===== src/lkc_pkg.sv =====
// lkc_pkg: shared types and constants for the LRU key cache.
// Holds the request/result payload structs and the slot control struct.
// No dependencies.
package lkc_pkg;

	localparam int KEY_W = 32;

	localparam logic [1:0] OP_INSERT = 2'd0;
	localparam logic [1:0] OP_LOOKUP = 2'd1;
	localparam logic [1:0] OP_DELETE = 2'd2;

	localparam int          ADDR_W       = 3;
	localparam logic        CAPACITY_IDX = 1'b0;
	localparam logic [4:0]  CAP_RESET    = 5'd16;

	typedef struct packed {
		logic [1:0]       opcode;
		logic [KEY_W-1:0] key;
	} req_t;

	typedef struct packed {
		logic       found;
		logic       evicted;
		logic [4:0] entry_count;
	} res_t;

	typedef enum logic [1:0] {
		SLOT_HOLD,
		SLOT_PUSH,
		SLOT_FRONT,
		SLOT_PULL
	} slot_op_t;

	typedef struct packed {
		logic             cmp;
		logic             upd;
		slot_op_t         op;
		logic [KEY_W-1:0] cmp_key;
	} slot_ctl_t;

endpackage


===== src/lkc_slot.sv =====
// lkc_slot: one position of the recency row; holds a key and its match flag.
// On update it takes its key from the left or right input, or keeps its own.
// Depends on lkc_pkg.
module lkc_slot
	import lkc_pkg::*;
(
	input  logic             clk,
	input  slot_ctl_t        ctl,
	input  logic             live,
	input  logic [KEY_W-1:0] left_key,
	input  logic [KEY_W-1:0] right_key,
	input  logic             hit_in,
	output logic             hit_out,
	output logic             match,
	output logic [KEY_W-1:0] key_q
);

	logic             match_s2;
	logic [KEY_W-1:0] key_nxt;

	always_comb begin
		case (ctl.op)
			SLOT_PUSH:  key_nxt = left_key;
			SLOT_FRONT: key_nxt = hit_in ? key_q : left_key;
			SLOT_PULL:  key_nxt = (hit_in | match_s2) ? right_key : key_q;
			default:    key_nxt = key_q;
		endcase
	end

	always_ff @(posedge clk) begin
		if (ctl.upd) begin
			key_q <= key_nxt;
		end
		if (ctl.cmp) begin
			match_s2 <= live && (key_q == ctl.cmp_key);
		end
	end

	assign hit_out = hit_in | match_s2;
	assign match   = match_s2;

endmodule


===== src/lru_key_cache.sv =====
// A transferred request is registered, then compared against every slot in the compare stage;
// the row is updated in the update stage, and the result is then on res.
// No request is taken while one is in compare; a new one may enter as the last one updates.
// A held result stalls the update step and, through it, the input.
// Reset clears occupancy, pipeline and result valids and sets capacity to 16;
// slot keys are not reset.
module lru_key_cache
	import lkc_pkg::*;
#(
	parameter int MAX_ENTRIES = 16
) (
	input  logic              clk,
	input  logic              arst_n,
	input  logic              req_valid,
	output logic              req_stall,
	input  req_t              req,
	output logic              res_valid,
	input  logic              res_stall,
	output res_t              res,
	input  logic              psel,
	input  logic              penable,
	input  logic              pwrite,
	input  logic [ADDR_W-1:0] paddr,
	input  logic [31:0]       pwdata,
	output logic [31:0]       prdata,
	output logic              pready
);

	localparam int OW = $clog2(MAX_ENTRIES + 1);
	localparam int CW = (OW > 5) ? OW : 5;

	logic             v_s1, v_s2;
	req_t             req_s1, req_s2;
	logic [OW-1:0]    occ_q;
	logic [4:0]       cap_q;
	logic             res_v_q;
	res_t             res_q;

	logic [KEY_W-1:0]     slot_key [MAX_ENTRIES];
	logic [MAX_ENTRIES:0] hit_chain;
	logic [MAX_ENTRIES-1:0] match_vec;
	logic [MAX_ENTRIES-1:0] live;

	slot_ctl_t        ctl;
	logic             upd;
	logic             hit_any;
	logic [CW-1:0]    eff_cap;
	logic [OW-1:0]    occ_after;
	logic [OW-1:0]    occ_new;
	logic             evict;
	slot_op_t         slot_op;
	res_t             res_nxt;

	assign pready = 1'b1;
	assign prdata = (paddr[2] == CAPACITY_IDX) ? {27'b0, cap_q} : 32'b0;

	always_ff @(posedge clk or negedge arst_n) begin
		if (!arst_n) begin
			cap_q <= CAP_RESET;
		end else if (psel && penable && pwrite && paddr[2] == CAPACITY_IDX) begin
			cap_q <= pwdata[4:0];
		end
	end

	assign upd       = v_s2 & (~res_v_q | ~res_stall);
	assign req_stall = v_s1 | (v_s2 & ~upd);

	always_ff @(posedge clk or negedge arst_n) begin
		if (!arst_n) begin
			v_s1    <= 1'b0;
			v_s2    <= 1'b0;
			res_v_q <= 1'b0;
			occ_q   <= '0;
		end else begin
			v_s1 <= req_valid & ~req_stall;
			if (v_s1) begin
				v_s2 <= 1'b1;
			end else if (upd) begin
				v_s2 <= 1'b0;
			end
			if (upd) begin
				res_v_q <= 1'b1;
				occ_q   <= occ_new;
			end else if (!res_stall) begin
				res_v_q <= 1'b0;
			end
		end
	end

	always_ff @(posedge clk) begin
		if (req_valid && !req_stall) begin
			req_s1 <= req;
		end
		if (v_s1) begin
			req_s2 <= req_s1;
		end
		if (upd) begin
			res_q <= res_nxt;
		end
	end

	assign hit_any = hit_chain[MAX_ENTRIES];

	always_comb begin
		if (cap_q == 5'd0) begin
			eff_cap = CW'(1);
		end else if (CW'(cap_q) > CW'(MAX_ENTRIES)) begin
			eff_cap = CW'(MAX_ENTRIES);
		end else begin
			eff_cap = CW'(cap_q);
		end
	end

	always_comb begin
		occ_after = hit_any ? occ_q - OW'(1) : occ_q;
		evict     = 1'b0;
		occ_new   = occ_q;
		slot_op   = SLOT_HOLD;
		case (req_s2.opcode)
			OP_INSERT: begin
				evict   = CW'(occ_after) >= eff_cap;
				occ_new = evict ? occ_after : occ_after + OW'(1);
				slot_op = hit_any ? SLOT_FRONT : SLOT_PUSH;
			end
			OP_LOOKUP: begin
				slot_op = hit_any ? SLOT_FRONT : SLOT_HOLD;
			end
			OP_DELETE: begin
				occ_new = occ_after;
				slot_op = hit_any ? SLOT_PULL : SLOT_HOLD;
			end
			default: begin
				slot_op = SLOT_HOLD;
			end
		endcase
		res_nxt.found       = hit_any && (req_s2.opcode <= OP_DELETE);
		res_nxt.evicted     = evict;
		res_nxt.entry_count = 5'(occ_new);
	end

	assign ctl.cmp     = v_s1;
	assign ctl.upd     = upd;
	assign ctl.op      = slot_op;
	assign ctl.cmp_key = req_s1.key;

	assign hit_chain[0] = 1'b0;

	for (genvar i = 0; i < MAX_ENTRIES; i++) begin : g_row
		logic [KEY_W-1:0] left_key;
		logic [KEY_W-1:0] right_key;

		assign live[i] = occ_q > OW'(i);

		if (i == 0) begin : g_first
			assign left_key = req_s2.key;
		end else begin : g_mid
			assign left_key = slot_key[i-1];
		end

		if (i == MAX_ENTRIES - 1) begin : g_last
			assign right_key = slot_key[i];
		end else begin : g_inner
			assign right_key = slot_key[i+1];
		end

		lkc_slot u_slot (
			.clk       (clk),
			.ctl       (ctl),
			.live      (live[i]),
			.left_key  (left_key),
			.right_key (right_key),
			.hit_in    (hit_chain[i]),
			.hit_out   (hit_chain[i+1]),
			.match     (match_vec[i]),
			.key_q     (slot_key[i])
		);
	end

	assign res_valid = res_v_q;
	assign res       = res_q;

`ifndef NO_ASSERTIONS
	a_one_stage: assert property (@(posedge clk) disable iff (!arst_n)
		!(v_s1 && v_s2))
		else $error("compare and update stages both occupied");

	a_occ_bound: assert property (@(posedge clk) disable iff (!arst_n)
		occ_q <= OW'(MAX_ENTRIES))
		else $error("occupancy above row length");

	a_unique_key: assert property (@(posedge clk) disable iff (!arst_n)
		v_s2 |-> $onehot0(match_vec))
		else $error("key held in more than one slot");

	a_held_item: assert property (@(posedge clk) disable iff (!arst_n)
		(v_s2 && !upd) |=> (v_s2 && $stable(occ_q)))
		else $error("stalled request lost or state changed");
`endif

endmodule

===== config.mk =====
export PLATFORM = sky130hd
export DESIGN_NAME = lru_key_cache
export DESIGN_NICKNAME = d
export VERILOG_FILES = /design/src/lkc_pkg.sv /design/src/lkc_slot.sv /design/src/lru_key_cache.sv
export SDC_FILE = /design/constraint.sdc
export NUM_CORES = 2
export LEC_CHECK = 0
export ABC_CLOCK_PERIOD_IN_PS = 27900
export BUFFER_PORTS_ARGS = -buffer_cell sky130_fd_sc_hd__buf_4
export CAP_MARGIN = 15
export CORE_ASPECT_RATIO = 1.2
export CORE_MARGIN = 2
export CORE_UTILIZATION = 55
export DETAILED_ROUTE_END_ITERATION = 7
export GPL_TIMING_DRIVEN = 0
export PLACE_DENSITY_LB_ADDON = 0.05
export SLEW_MARGIN = 25
export SYNTH_ARGS = -nofsm -noshare
export SYNTH_HDL_FRONTEND = slang
export SYNTH_SLANG_ARGS = --single-unit

===== constraint.sdc =====
create_clock -name clk -period 27.9 [get_ports clk]
set_clock_uncertainty 0.15 [all_clocks]
set_input_delay 4.185 -clock clk [delete_from_list [all_inputs] [get_ports clk]]
set_output_delay 4.185 -clock clk [all_outputs]
set_load 0.02 [all_outputs]

==> Implementation_results.wiki <==
{| class="wikitable"
! Metric !! Value
|-
| Result of the run || finished, final reports clean
|-
| Ys async rst share || 2.110%
|-
| Max-capacitance violation count || 0
|-
| Unrepaired setup endpoints after global routing || false
|-
| Critical Path Source Type || input port
|-
| TritonCTS Buffers || roughly 70
|-
| Number of enable-type register cells in the synthesized netlist || between 600 and 700
|-
| Leading post-synthesis cells by cell area || edfxtp_1 46%, mux2_2 6.7%, xnor2_1 6.0%
|-
| End of the worst register-to-register path || g_row[12].u_slot.key_q[9]
|-
| Post-layout min period || 9.062 ns
|-
| Switching power total || 1.250 mW
|-
| Worst Path Arrival || around 4.7 ns
|-
| Post-layout nets || between 3k and 4k
|-
| Pwr per Cell Area || between 70 and 80 nW/um^2
|-
| Maximum number of pins on one net before global-route repair || 37
|-
| Dpl ws || approximately 19 ns
|-
| Post-route cell area || between 40000 and 50000 um^2
|-
| YS warnings || 0
|-
| Sequential share of the synthesized area || between 40% and 50%
|-
| Site row count || 107
|-
| Vias in the first global route || approximately 33k
|-
| Commonest cells after routing, fill and taps aside || 619 x nand2_1, 603 x edfxtp_1, 268 x xnor2_1
|-
| Number of buffers on the longest clock path || 3
|-
| Number of nets with antenna violations after detailed routing || 0
|-
| IR Drop Worst-Case VDD || roughly 0.068 mV
|-
| Final wirelength || between 150000 and 200000 um
|-
| Clock Sink Count || between 600 and 700
|-
| Width of the die || 247.6 um
|-
| Synthesized instance count || around 3.7k
|-
| Routed wire per std cell || ~38 um
|-
| Number of iterations in the first detailed-routing pass || 6
|-
| TritonCTS clock tree || yes
|-
| Buffers and inverters on the worst path || 2
|-
| Share of post-route cells with drive strength above 1 || roughly 16%
|-
| Post-detailed-placement half-perimeter wirelength || 137400 um
|-
| Endpoint required time on the critical path || between 20 and 25 ns
|-
| Crit-path cells || buf_4 -> a31o_2 -> buf_4
|-
| Setup Total Neg Slack || 0 ns
|-
| Via total after detailed routing || approximately 35k
|-
| GPL Wtd Cong || roughly 1.1
|-
| Hold Path End || req_s2[33]
|-
| Sum of overflow across all layers after global routing || 0
|-
| Crit Reg-Reg Startpoint || g_row[0].u_slot.match
|-
| Post-CTS repair timing setup buffer count || 0
|-
| Vias/cell || around 7.2
|-
| Hold path cells || 0
|-
| Slew at the pin closest to its max-slew limit || ~1.3 ns
|-
| Area grow syn2layout || 13.69%
|-
| Share of power burned in combinational logic || 29.4%
|-
| Total Routing Usage GR || between 40% and 50%
|-
| Hold-fix buffers, CTS || 0
|-
| Most common cell after layout, fill and taps aside || nand2_1
|-
| Start point of the worst min-delay path || req_s1[33]
|-
| Root buffer cell || clkbuf_16
|-
| Fraction of the cycle the final worst path needs || 32.48%
|-
| Placement-stage cell area || 42140 um^2
|-
| Clock power share || roughly 29%
|-
| Internal power || 2.111 mW
|-
| Starting DRT DRC Count || roughly 5.6k
|-
| Number of endpoints failing setup at the final stage || 0
|-
| WS Path Type || input port to output port
|-
| R2r worst-path depth || 12
|-
| Leading area contributor after synthesis || edfxtp_1
|-
| Critical path's slowest cell || a31o_2
|-
| Static Leak || roughly 16 nW
|-
| Port Buf Inserts || 60
|-
| Gate family responsible for the most delay along the worst path || buffers and inverters
|-
| Number of gates resized after CTS || 0
|-
| Flip-flop and latch count after synthesis || roughly 600
|-
| Number of endpoints with negative hold slack in the final report || 0
|-
| Switching Share || between 30 and 40%
|-
| Post-synth top flop || edfxtp_1
|-
| Top achievable clock speed || about 110 MHz
|-
| Highest net fanout along the worst path || 4
|-
| Number of different library cells in the post-synthesis netlist || 65
|-
| Slew Limit Headroom || between 15 and 20%
|-
| Most prevalent standard cell on the critical path || buf_4
|-
| Floorplan core area || around 71000 um^2
|-
| Antenna violations before repair || 4
|-
| Skew-Pair Late Insertion Delay || 0.68 ns
|-
| Post-synthesis cell area || between 30000 and 40000 um^2
|-
| Clock slew at the register clock pins of the worst setup and hold paths || around 0.06 ns
|-
| Initial Utilization || a little under three fifths
|-
| Class of the tightest hold or removal check || flop to flop
|-
| Fraction of synthesized cell area taken by the top area cell type || 46.24%
|-
| First-pass GRT wire length || roughly 250000 um
|-
| Ports placed on the boundary || 118
|-
| Remaining design rule violation count || 0
|-
| Number of max-slew violations in the final report || 0
|-
| Number of levels in the clock H-tree || 3
|-
| Worst-case setup margin in the final layout || roughly 19 ns
|-
| Critical path capture point type || output port
|-
| Slowest stage delay, CP || between 0.2 and 0.3 ns
|-
| Overall die area || 73350 um^2
|-
| Post-synthesis area per instance || 10.58 um^2
|-
| Sequential group share of total power || between 40% and 50%
|-
| Height of the die || 296.3 um
|-
| R2R Setup Slk || approximately 21 ns
|}
[layout make-up]
cell class	count	area, um^2
tap	926	1159
antenna	5	12.51
timing repair buffer	108	1627
sequential	616	18440
clock inverter	31	456.7
multi-input combinational	2762	19330
fill	5797	26170
buffer	337	1548
inverter	12	45.04
clock buffer	96	1901
[cells by family (layout without fill, tap and decap cells)]
family,after synthesis,after routing,share of synthesized area [%]
buffers and inverters,349,584,3.876
other,2,33,0.01918
adders and majority gates,13,13,0.4154
AOI/OAI and AO/OA,509,509,10.32
xor gates and xnor gates,525,525,11.74
DFF,616,616,47.08
and+or+nand+nor,1232,1232,14.15
muxes,455,455,12.40
[worst max path at each step]
stage	from	endpoint	slack [ns]	cells past startpoint
4_1_cts	res_stall	req_stall	18.84	3
5_1_grt	res_stall	req_stall	18.83	3
2_1_floorplan	res_stall	g_row[0].u_slot.key_q[0]	2.14	2
3_5_place_dp	res_stall	req_stall	18.84	3
3_3_place_gp	res_stall	g_row[6].u_slot.key_q[14]	-8.13	3
6_report	res_stall	req_stall	18.84	3
[routing by layer]
layer,vias to the layer above,wire (um),GRT usage (%)
li1,14150,-,-
met1,17090,61210,59.69
met2,3129,79020,73.03
met3,869,24430,14.60
met4,2,19120,41.93
met5,-,11,0
[cells in the mapped netlist (32+ instances only)]
master and n:
and3_1 55, edfxtp_1 603, o22ai_1 32, clkbuf_1 216, xor2_1 257, buf_4 34, buf_2 58, nor4_1 81
nor2_1 178, nand4_1 74, a221o_1 146, nand3_1 158, o221ai_1 120, o21ai_0 33, mux2_2 232, mux2i_1 215
xnor2_1 268, nand2_1 619, a21oi_1 84
[state kept, by name, indices dropped and copies added (netlist names)]
name                cells
g_row.u_slot.key_q    512
res                     7
cap_q                   5
g_row.left_key         32
g_row.u_slot.match     16
req_s2                  2
v_s1                    1
v_s2                    1
res_valid               1
req_s1                  2
occ_q                   5
ctl                    32
[stage by stage]
stage	util [%]	power (mW)	hold WS, ns	std cells
global placement	57.81	2.371	0.2613	4713
floorplan	-	1.966	0.2503	3727
finish	62.97	3.361	0.2833	4893
global route	62.96	3.414	0.2953	4888
detailed placement	59.62	2.331	0.2686	4761
CTS	62.95	3.289	0.2834	4888
[power groups by stage]
stage / logic (mW) / registers (mW) / clock network (mW)
finish: 0.988 / 1.39 / 0.982
global route: 1.02 / 1.39 / 1.00
CTS: 0.940 / 1.38 / 0.970
detailed placement: 0.934 / 1.40 / 0
global placement: 0.866 / 1.51 / 0
floorplan: 0.573 / 1.39 / 0
Power figures use the tool's default switching activity.
